### config.mk
export PLATFORM = sky130hd
export DESIGN_NAME = disk_lba_zone_translate
export DESIGN_NICKNAME = d
export VERILOG_FILES = /design/src/rtl/core/dlz_pkg.sv /design/src/rtl/core/disk_lba_zone_translate.sv /design/src/rtl/core/dlz_cell.sv
export SDC_FILE = /design/constraint.sdc
export NUM_CORES = 1
export LEC_CHECK = 0
export ABC_AREA = 1
export BUFFER_PORTS_ARGS = -buffer_cell sky130_fd_sc_hd__buf_2
export CAP_MARGIN = 20
export CORE_ASPECT_RATIO = 1.2
export CORE_MARGIN = 1.5
export CORE_UTILIZATION = 45
export CTS_BUF_LIST = sky130_fd_sc_hd__clkbuf_8 sky130_fd_sc_hd__clkbuf_16
export DETAILED_ROUTE_END_ITERATION = 7
export GPL_TIMING_DRIVEN = 1
export HOLD_SLACK_MARGIN = 0.12
export PLACE_DENSITY_LB_ADDON = 0.05
export REMOVE_ABC_BUFFERS = 1
export SETUP_SLACK_MARGIN = 0.1
export SLEW_MARGIN = 10
export SYNTH_ARGS = -nofsm -noshare
export SYNTH_HDL_FRONTEND = slang
export SYNTH_HIERARCHICAL = 1
export SYNTH_SLANG_ARGS = --single-unit
### constraint.sdc
create_clock -name aclk -period 5.3 [get_ports aclk]
set_input_delay 1.325 -clock aclk [delete_from_list [all_inputs] [get_ports aclk]]
set_output_delay 1.325 -clock aclk [all_outputs]
set_load 0.01 [all_outputs]
### src/rtl/core/dlz_pkg.sv
`timescale 1ns / 1ps
// ----------------------------------------------------------------------------
// dlz_pkg
// Shared types, constants and zone table lookups for the zoned-disk
// address translator.
// ----------------------------------------------------------------------------
package dlz_pkg;

    localparam int unsigned ZONE_SLOTS        = 16;
    localparam int unsigned ZONE_COUNT        = 9;
    localparam int unsigned TYPE_COUNT        = 7;
    localparam int unsigned SECTORS_PER_BLOCK = 85;

    localparam int unsigned LBA_W    = 13;
    localparam int unsigned SECTOR_W = 7;
    localparam int unsigned TRACK_W  = 12;
    localparam int unsigned SIDX_W   = 8;
    localparam int unsigned SIZE_W   = 8;
    localparam int unsigned DTYPE_W  = 3;
    localparam int unsigned SLOT_W   = 4;
    localparam int unsigned ZONE_W   = 4;
    localparam int unsigned ZTRK_W   = 8;

    // Highest legal disk type; larger codes saturate to it.
    localparam logic [DTYPE_W-1:0] DTYPE_MAX = DTYPE_W'(TYPE_COUNT - 1);

    typedef logic [ZONE_W-1:0] zone_row_t [ZONE_SLOTS];

    localparam zone_row_t SLOT_ZONE [TYPE_COUNT] = '{
        '{4'd0, 4'd1, 4'd2, 4'd2, 4'd1, 4'd3, 4'd4, 4'd5,
          4'd6, 4'd7, 4'd8, 4'd7, 4'd6, 4'd5, 4'd4, 4'd3},
        '{4'd0, 4'd1, 4'd2, 4'd3, 4'd3, 4'd2, 4'd1, 4'd4,
          4'd5, 4'd6, 4'd7, 4'd8, 4'd7, 4'd6, 4'd5, 4'd4},
        '{4'd0, 4'd1, 4'd2, 4'd3, 4'd4, 4'd4, 4'd3, 4'd2,
          4'd1, 4'd5, 4'd6, 4'd7, 4'd8, 4'd7, 4'd6, 4'd5},
        '{4'd0, 4'd1, 4'd2, 4'd3, 4'd4, 4'd5, 4'd5, 4'd4,
          4'd3, 4'd2, 4'd1, 4'd6, 4'd7, 4'd8, 4'd7, 4'd6},
        '{4'd0, 4'd1, 4'd2, 4'd3, 4'd4, 4'd5, 4'd6, 4'd6,
          4'd5, 4'd4, 4'd3, 4'd2, 4'd1, 4'd7, 4'd8, 4'd7},
        '{4'd0, 4'd1, 4'd2, 4'd3, 4'd4, 4'd5, 4'd6, 4'd7,
          4'd7, 4'd6, 4'd5, 4'd4, 4'd3, 4'd2, 4'd1, 4'd8},
        '{4'd0, 4'd1, 4'd2, 4'd3, 4'd4, 4'd5, 4'd6, 4'd7,
          4'd8, 4'd7, 4'd6, 4'd5, 4'd4, 4'd3, 4'd2, 4'd1}
    };

    localparam logic [SIZE_W-1:0] ZONE_BYTES [ZONE_COUNT] = '{
        8'd232, 8'd216, 8'd208, 8'd192, 8'd176, 8'd160, 8'd144, 8'd128, 8'd112
    };

    localparam logic [ZTRK_W-1:0] ZONE_TRK_H0 [ZONE_COUNT] = '{
        8'd150, 8'd150, 8'd141, 8'd141, 8'd141, 8'd141, 8'd141, 8'd106, 8'd0
    };

    localparam logic [ZTRK_W-1:0] ZONE_TRK_H1 [ZONE_COUNT] = '{
        8'd0, 8'd150, 8'd150, 8'd141, 8'd141, 8'd141, 8'd141, 8'd141, 8'd106
    };

    // Word handed from one cell to the next.
    typedef struct packed {
        logic [TRACK_W-1:0] track;
        logic [SIDX_W-1:0]  sector_index;
        logic [TRACK_W-1:0] total;
        logic               found;
        logic [SIZE_W-1:0]  sector_size;
    } dlz_word_t;

    // Zone of a slot for a (saturated) disk type.
    function automatic logic [ZONE_W-1:0] slot_zone(input logic [DTYPE_W-1:0] dt,
                                                    input logic [SLOT_W-1:0] slot);
        logic [DTYPE_W-1:0] d;
        d = (dt > DTYPE_MAX) ? DTYPE_MAX : dt;
        return SLOT_ZONE[d][slot];
    endfunction

    // Track count contributed by a slot, following the ROM/RAM head rules.
    function automatic logic [ZTRK_W-1:0] slot_tracks(input logic [DTYPE_W-1:0] dt,
                                                      input logic [SLOT_W-1:0] slot);
        logic [ZONE_W-1:0] z;
        logic [4:0]        d5;
        logic [4:0]        s5;
        logic              head1;
        z  = slot_zone(dt, slot);
        d5 = {2'b00, dt};
        s5 = {1'b0, slot};
        if ({1'b0, z} <= d5 + 5'd2) begin
            head1 = !(s5 <= d5 + 5'd2);
        end else begin
            head1 = !((s5 > 5'd5 + {d5[3:0], 1'b0}) && (s5 < 5'd10 + d5));
        end
        return head1 ? ZONE_TRK_H1[z] : ZONE_TRK_H0[z];
    endfunction

    function automatic logic [SIZE_W-1:0] slot_bytes(input logic [DTYPE_W-1:0] dt,
                                                     input logic [SLOT_W-1:0] slot);
        return ZONE_BYTES[slot_zone(dt, slot)];
    endfunction

endpackage

### src/rtl/core/disk_lba_zone_translate.sv
`timescale 1ns / 1ps
// ----------------------------------------------------------------------------
// disk_lba_zone_translate
// Zoned-disk logical block address to track, sector start and sector size.
// ----------------------------------------------------------------------------
// Each input word carries a logical block address and a sector offset; each
// output word gives the physical track (the address shifted right by one),
// the sector start index (the offset plus one block of 85 sectors when
// address bits 1 and 0 differ), the byte size of a sector in the track's
// zone, and a valid flag in m_tuser that is low, with a size of zero, when
// the track lies past every zone. The zone lookup runs through a row of 16
// cells, one per zone slot of the selected disk type, each adding its slot's
// track count to a running total and claiming the size on the first total
// above the track. The block takes one word per cycle while the output is not
// stalled, and each word passes through the registers of all 16 cells in turn.
// Each cell holds a word and moves it on as soon as its neighbor has room, so
// gaps in the row close up under backpressure.
// The disk type is written through the cfg port (codes above 6 act as 6) and
// must only change while the block holds no word.
// ----------------------------------------------------------------------------
module disk_lba_zone_translate (
    input  logic        aclk,
    input  logic        aresetn,
    // Configuration write: cfg_data = disk_type[2:0].
    input  logic        cfg_valid,
    output logic        cfg_ready,
    input  logic [2:0]  cfg_data,
    // s_tdata: lba[12:0], sector[19:13], zero fill [23:20].
    input  logic        s_tvalid,
    output logic        s_tready,
    input  logic [23:0] s_tdata,
    // m_tdata: track[11:0], sector_index[19:12], sector_size[27:20],
    // zero fill [31:28].
    output logic        m_tvalid,
    input  logic        m_tready,
    output logic [31:0] m_tdata,
    // m_tuser: valid_res[0].
    output logic [0:0]  m_tuser
);
    import dlz_pkg::*;

    logic [DTYPE_W-1:0] dtype_reg;
    logic [DTYPE_W-1:0] dtype_next;

    logic [ZTRK_W-1:0]  slot_trk  [ZONE_SLOTS];
    logic [SIZE_W-1:0]  slot_size [ZONE_SLOTS];

    logic               chain_valid [ZONE_SLOTS+1];
    logic               chain_ready [ZONE_SLOTS+1];
    dlz_word_t          chain_word  [ZONE_SLOTS+1];

    logic [LBA_W-1:0]    in_lba;
    logic [SECTOR_W-1:0] in_sector;
    logic                odd_half;
    dlz_word_t           last_word;

    // Configuration: always ready, stored already saturated to a legal type.
    assign cfg_ready  = 1'b1;
    assign dtype_next = (cfg_data > DTYPE_MAX) ? DTYPE_MAX : cfg_data;

    always_ff @(posedge aclk) begin
        if (!aresetn) begin
            dtype_reg <= '0;
        end else if (cfg_valid && cfg_ready) begin
            dtype_reg <= dtype_next;
        end
    end

    // Per-slot track counts and sizes of the selected disk type.
    always_comb begin
        for (int i = 0; i < ZONE_SLOTS; i++) begin
            slot_trk[i]  = slot_tracks(dtype_reg, SLOT_W'(i));
            slot_size[i] = slot_bytes(dtype_reg, SLOT_W'(i));
        end
    end

    // Entry of the cell row: the track and sector index are settled here,
    // the zone search starts from an empty running total.
    assign in_lba    = s_tdata[LBA_W-1:0];
    assign in_sector = s_tdata[LBA_W +: SECTOR_W];
    assign odd_half  = in_lba[1] ^ in_lba[0];

    always_comb begin
        chain_word[0].track        = in_lba[LBA_W-1:1];
        chain_word[0].sector_index = SIDX_W'(in_sector)
                                   + (odd_half ? SIDX_W'(SECTORS_PER_BLOCK) : '0);
        chain_word[0].total        = '0;
        chain_word[0].found        = 1'b0;
        chain_word[0].sector_size  = '0;
    end

    assign chain_valid[0] = s_tvalid;
    assign s_tready       = chain_ready[0];

    for (genvar g = 0; g < ZONE_SLOTS; g++) begin : g_cell
        dlz_cell u_cell (
            .aclk      (aclk),
            .aresetn   (aresetn),
            .in_valid  (chain_valid[g]),
            .in_ready  (chain_ready[g]),
            .in_word   (chain_word[g]),
            .slot_trk  (slot_trk[g]),
            .slot_size (slot_size[g]),
            .out_valid (chain_valid[g+1]),
            .out_ready (chain_ready[g+1]),
            .out_word  (chain_word[g+1])
        );
    end

    // The last cell's register is the output register.
    assign last_word               = chain_word[ZONE_SLOTS];
    assign chain_ready[ZONE_SLOTS] = m_tready;
    assign m_tvalid                = chain_valid[ZONE_SLOTS];
    assign m_tdata                 = {4'b0000, last_word.sector_size,
                                      last_word.sector_index, last_word.track};
    assign m_tuser                 = last_word.found;

    // An out-of-range track reports a zero size, a hit never does.
    a_miss_zero_size: assert property (@(posedge aclk) disable iff (!aresetn)
        (m_tvalid && !m_tuser[0]) |-> (last_word.sector_size == '0))
        else $error("miss reported with nonzero sector size");

    a_hit_nonzero_size: assert property (@(posedge aclk) disable iff (!aresetn)
        (m_tvalid && m_tuser[0]) |-> (last_word.sector_size != '0))
        else $error("hit reported with zero sector size");

    // With nothing waiting at the output the whole row has room.
    a_ready_when_drained: assert property (@(posedge aclk) disable iff (!aresetn)
        !m_tvalid |-> s_tready)
        else $error("input stalled while output is empty");

    // The stored disk type is always a legal, saturated code.
    a_dtype_legal: assert property (@(posedge aclk) disable iff (!aresetn)
        dtype_reg <= DTYPE_MAX)
        else $error("disk type register out of range");

endmodule

### src/rtl/core/dlz_cell.sv
`timescale 1ns / 1ps
// ----------------------------------------------------------------------------
// dlz_cell
// One zone slot: adds the slot's track count to the running total and
// claims the zone's sector size when the track first falls below it.
// ----------------------------------------------------------------------------
module dlz_cell (
    input  logic                                aclk,
    input  logic                                aresetn,
    input  logic                                in_valid,
    output logic                                in_ready,
    input  dlz_pkg::dlz_word_t                  in_word,
    input  logic [dlz_pkg::ZTRK_W-1:0]          slot_trk,
    input  logic [dlz_pkg::SIZE_W-1:0]          slot_size,
    output logic                                out_valid,
    input  logic                                out_ready,
    output dlz_pkg::dlz_word_t                  out_word
);
    import dlz_pkg::*;

    logic               valid_reg;
    dlz_word_t          word_reg;
    dlz_word_t          word_next;
    logic [TRACK_W-1:0] sum;
    logic               hit;

    assign in_ready = !valid_reg || out_ready;

    always_comb begin
        sum       = in_word.total + TRACK_W'(slot_trk);
        hit       = !in_word.found && (in_word.track < sum);
        word_next = in_word;
        word_next.total = sum;
        if (hit) begin
            word_next.found       = 1'b1;
            word_next.sector_size = slot_size;
        end
    end

    always_ff @(posedge aclk) begin
        if (!aresetn) begin
            valid_reg <= 1'b0;
        end else if (in_ready) begin
            valid_reg <= in_valid;
        end
    end

    always_ff @(posedge aclk) begin
        if (in_ready && in_valid) begin
            word_reg <= word_next;
        end
    end

    assign out_valid = valid_reg;
    assign out_word  = word_reg;

endmodule
Yosys cells after proc, flatten, opt, wreduce, memory -nomap -nowiden. Memory sizes are Yosys's and may differ from the RTL's. Index checks and enable logic that the tools add are counted.

Register bits after elaboration: 659. Latch bits: 0. Bits in writable memories: 0. Bits in read-only memories: 6656. Output and inout bits: 36. Word-level logic and storage cells: 556. Memories kept: 49.

$add $sub $neg: 19. Multipliers: 0. Div/mod/pow operators: 0. Order comparisons: 99. Equality and inequality tests: 0. Shifts and indexed selects: 0. Muxes and demuxes: 149. Bitwise logic cells: 18. Reduce and logical (&&, ||, !) cells: 126.

Memory list: (no name shown) (depth 8, width 64, rd ports 1, clocked after Yosys merged registers in 0, wr ports 0, RTL line dlz_pkg.sv:72) `return SLOT_ZONE[d][slot];`; (no name shown) (depth 16, width 8, rd ports 1, clocked after Yosys merged registers in 0, wr ports 0, RTL line dlz_pkg.sv:90) `return head1 ? ZONE_TRK_H1[z] : ZONE_TRK_H0[z];`; (no name shown) (depth 16, width 8, rd ports 1, clocked after Yosys merged registers in 0, wr ports 0, RTL line dlz_pkg.sv:90); (no name shown) (depth 16, width 8, rd ports 1, clocked after Yosys merged registers in 0, wr ports 0, RTL line dlz_pkg.sv:95) `return ZONE_BYTES[slot_zone(dt, slot)];`; (no name shown) (depth 16, width 8, rd ports 1, clocked after Yosys merged registers in 0, wr ports 0, RTL line dlz_pkg.sv:95); (no name shown) (depth 16, width 8, rd ports 1, clocked after Yosys merged registers in 0, wr ports 0, RTL line dlz_pkg.sv:90); 43 more memories.

Operator list (number): $mux W8 (127); $lt A12 B12 Y1 (15); $add A12 B8 Y12 (14); $mux W64 (2); $ge A5 B5 Y1 const B (16); $le A4 B5 Y1 (16); $not A4 Y5 (16); $logic_not A1 Y1 (63); $logic_and A1 B1 Y1 (47); $gt A4 B5 Y1 const A (8); $lt A4 B5 Y1 const A (8); $le A4 B5 Y1 const A (7); $gt A3 B5 Y1 const A (4); $le A3 B5 Y1 const A (4); $lt A3 B5 Y1 const A (4); $logic_or A1 B1 Y1 (16); $mux W1 (16); $lt A12 B8 Y1 (1); $gt A1 B5 Y1 const A (2); $gt A2 B5 Y1 const A (2); $le A1 B5 Y1 const A (2); $le A2 B5 Y1 const A (2); $lt A1 B5 Y1 const A (2); $lt A2 B5 Y1 const A (2); 13 further kinds (15).

Logic depth before layout (Yosys ltp).
Depth in word-level cells: 18. Mapped depth: 38.

Modules after synthesis. The synthesis kept the hierarchy.

Modules (own cells, without submodules): dlz_cell (g_cell[0].u_cell ...) (times used 11, cells an instance 241, area an instance 2333.5 µm², sequential area each 1251.2 µm²); dlz_cell (g_cell[8].u_cell ...) (times used 2, cells an instance 241, area an instance 2332.2 µm², sequential area each 1251.2 µm²); disk_lba_zone_translate (times used 1, cells an instance 605, area an instance 3274.4 µm², sequential area each 60.1 µm²); dlz_cell (g_cell[7].u_cell) (times used 1, cells an instance 241, area an instance 2344.7 µm², sequential area each 1251.2 µm²); dlz_cell (g_cell[15].u_cell) (times used 1, cells an instance 234, area an instance 2309.7 µm², sequential area each 1251.2 µm²); dlz_cell (g_cell[6].u_cell) (times used 1, cells an instance 236, area an instance 2299.7 µm², sequential area each 1251.2 µm²).

Least setup slack after synthesis. No wires, ideal clock.

Path type: input to register. From: input m_tready. To: register g_cell[0].u_cell.word_reg (netlist bit g_cell[0].u_cell/out_word[0]) (enable). Setup time: 0.453 ns. Arrival: 4.896 ns. Data required time: 4.847 ns. Setup slack: -0.048 ns. Cell stages on the path: 32. Path buffers: 0. Path through: inv_1 -> nand2_1 -> inv_1 -> nand2_1 -> inv_1 -> nand2_1 -> inv_1 -> nand2_1 -> inv_1 -> nand2_1 -> inv_1 -> nand2_1 -> inv_1 -> nand2_1 -> inv_1 -> nand2_1 -> inv_1 -> nand2_1 -> inv_1 -> nand2_1 -> inv_1 -> nand2_1 -> inv_1 -> nand2_1 -> inv_1 -> nand2_1 -> inv_1 -> nand2_1 -> inv_1 -> nand2_1 -> inv_1 -> a21oi_1.

RTL lines: from (decl) (RTL line disk_lba_zone_translate.sv:35) `input logic m_tready,`; to (signal assigned) (RTL line dlz_cell.sv:50) `word_reg <= word_next;`; to (decl) (RTL line dlz_cell.sv:22) `dlz_word_t word_reg;`.

==> results.cfg <==
[global_route]
grt_usage = 0.215
grt_pass1_wl_microns = 150000
grt_max_degree = 42
antenna_found_initial = 1
grt_pass1_vias = 27900
grt_overflow_total = 0

[run]
maxCapViolCount = 0

[drt]
routed_wirelength_microns = 96000
routedWlPerCell_microns = 15.9
drtIter0Drc = 1316
viasPerCell = 4.83
ant_nets = 0
num_vias = 29100
first_pass_iters = 5
route.detailed.drc = 0

[finish]
fin_area_sq_mm = 0.0464
nets = 5221
stdcell_count = 6028
antenna_cells = 0
final_layout_size_suffix_gt1_frac = 0.137
largest_reg_flops = 644
mostFrequentLayoutCells = 1396 x nand2_1, 660 x inv_1, 644 x edfxtp_1
area_growth_syn_to_layout_pct = 15.6
final_common_cell = nand2_1
n_fill_cell = 8221

[cts]
cts.htree.levels = 3
clk_latency_ns = 0.65
clock_sinks = 663
clk_path_buf_depth = 3
cts-root-buf = clkbuf_16
postCtsHoldBufs = 0
numCtsBuffers = 73
clkTransAtPathRegs_ns = 0.06
cts_tree = yes

[critical_path]
worstSetupPathType = flop to flop
critPathRequiredTime_ns = 5.69
path_common_cell = nand2_1
end_kind = flop
crit_fanout = 6
cp-start-kind = flop
crit_arrival_ns = 5.29
cpPeakStageDelay_ns = 0.36
slowest_stage = dfxtp_4

[placed_design]
dp.cells = 5868
dpl-instance-area_sq_mm = 0.0434
routabilityCongestion = 0.903
port_buffers = 58
dpl.hpwl_microns = 77100
place_ws_ns = 0.0221

[power]
vdd.ir_drop.worst_uv = 337
power_density_mw_per_mm2 = 303
p_leak_nw = 22.0

[yosys]
synthCells = 4425
syn_area_sq_mm = 0.0401
synth_area_per_cell_sq_um = 9.07
yosys_warnings = 6

[floorplanning]
fp.dieW_microns = 276
core_area_sq_mm = 0.0880
io_pins = 68
die_area_sq_mm = 0.0910
fp.dieH_microns = 330
rows = 119
initial_core_util = 0.456

[run_status]
status = completed

[timing]
min_period_ns = 4.90
rsz0062_at_grt = yes
setup_viol = 0
timing.final.crit_share = 0.924
fmax_mhz = 204
worst_slack_ns = 0.401
worstMarginPinSlew_ns = 0.951
hold_viol = 0
slew_viol_final = 0
holdWs_ns = 0.415
slew_headroom = 0.365
fin_worst_skew_ns = 0.0274

[worst_hold_path]
min_path_type = flop to flop
through the flow:
| stage | util | TNS (ns) | total power, mW |
|---|---|---|---|
| finish | 0.527 | 0 | 14.1 |
| global route | 0.527 | -0.00128 | 14.9 |
| CTS | 0.521 | 0 | 14.1 |
| detailed placement | 0.493 | 0 | 8.94 |
| global placement | 0.493 | 0 | 8.91 |
| floorplan | - | -2.26 | 8.18 |
layout make-up:
cell class                 instances  area [sq um]  share of cell area
inverter                         684          2570              0.0554
multi-input combinational       3197         18800               0.406
tap                             1149          1440              0.0310
clock buffer                      76          1880              0.0405
sequential                       663         19700               0.425
clock inverter                    58           554              0.0119
timing repair buffer             201          1400              0.0301
final timing paths:
kind | end | cells past startpoint | start | slack [ns]
worst min-delay path | g_cell[4].u_cell/out_word[21]$_DFFE_PP_ | 0 | g_cell[3].u_cell/out_word[21]$_DFFE_PP_ | 0.41
worst max-delay path | g_cell[10].u_cell/out_word[2]$_DFFE_PP_ | 34 | dtype_reg[1]$_SDFFE_PN0P_ | 0.40
worst max register to register | g_cell[10].u_cell/out_word[2]$_DFFE_PP_ | 34 | dtype_reg[1]$_SDFFE_PN0P_ | 0.40
worst min register to register | g_cell[4].u_cell/out_word[21]$_DFFE_PP_ | 0 | g_cell[3].u_cell/out_word[21]$_DFFE_PP_ | 0.41
power by group:
part | switching (mW) | internal [mW]
Clock | 2.12 | 2.98
Sequential | 0.0467 | 5.90
Combinational | 1.92 | 1.09
critical path, delay by kind of cell, from the launching register on:
family / cells / cell delay, ns
and+or+nand+nor: 20 / 1.94
buffers and inverters: 6 / 0.49
DFF: 1 / 0.36
adders and majority gates: 5 / 1.25
AOI/OAI and AO/OA: 3 / 0.58
layer usage:
metal | vias up | GRT usage | share of wire
li1 | 15300 | - | -
met1 | 13300 | 0.254 | 0.42
met2 | 379 | 0.393 | 0.51
met3 | 137 | 0.0271 | 0.032
met4 | 0 | 0.0868 | 0.036
met5 | - | 0 | 0
repair_timing:
action	in CTS	in global routing
setup endpoints to repair	37	110
resized for setup	10	134
buffers inserted	0	23
pin swaps	2	30
gates cloned	0	3
hold endpoints to repair	0	0
Power figures use the tool's default switching activity.
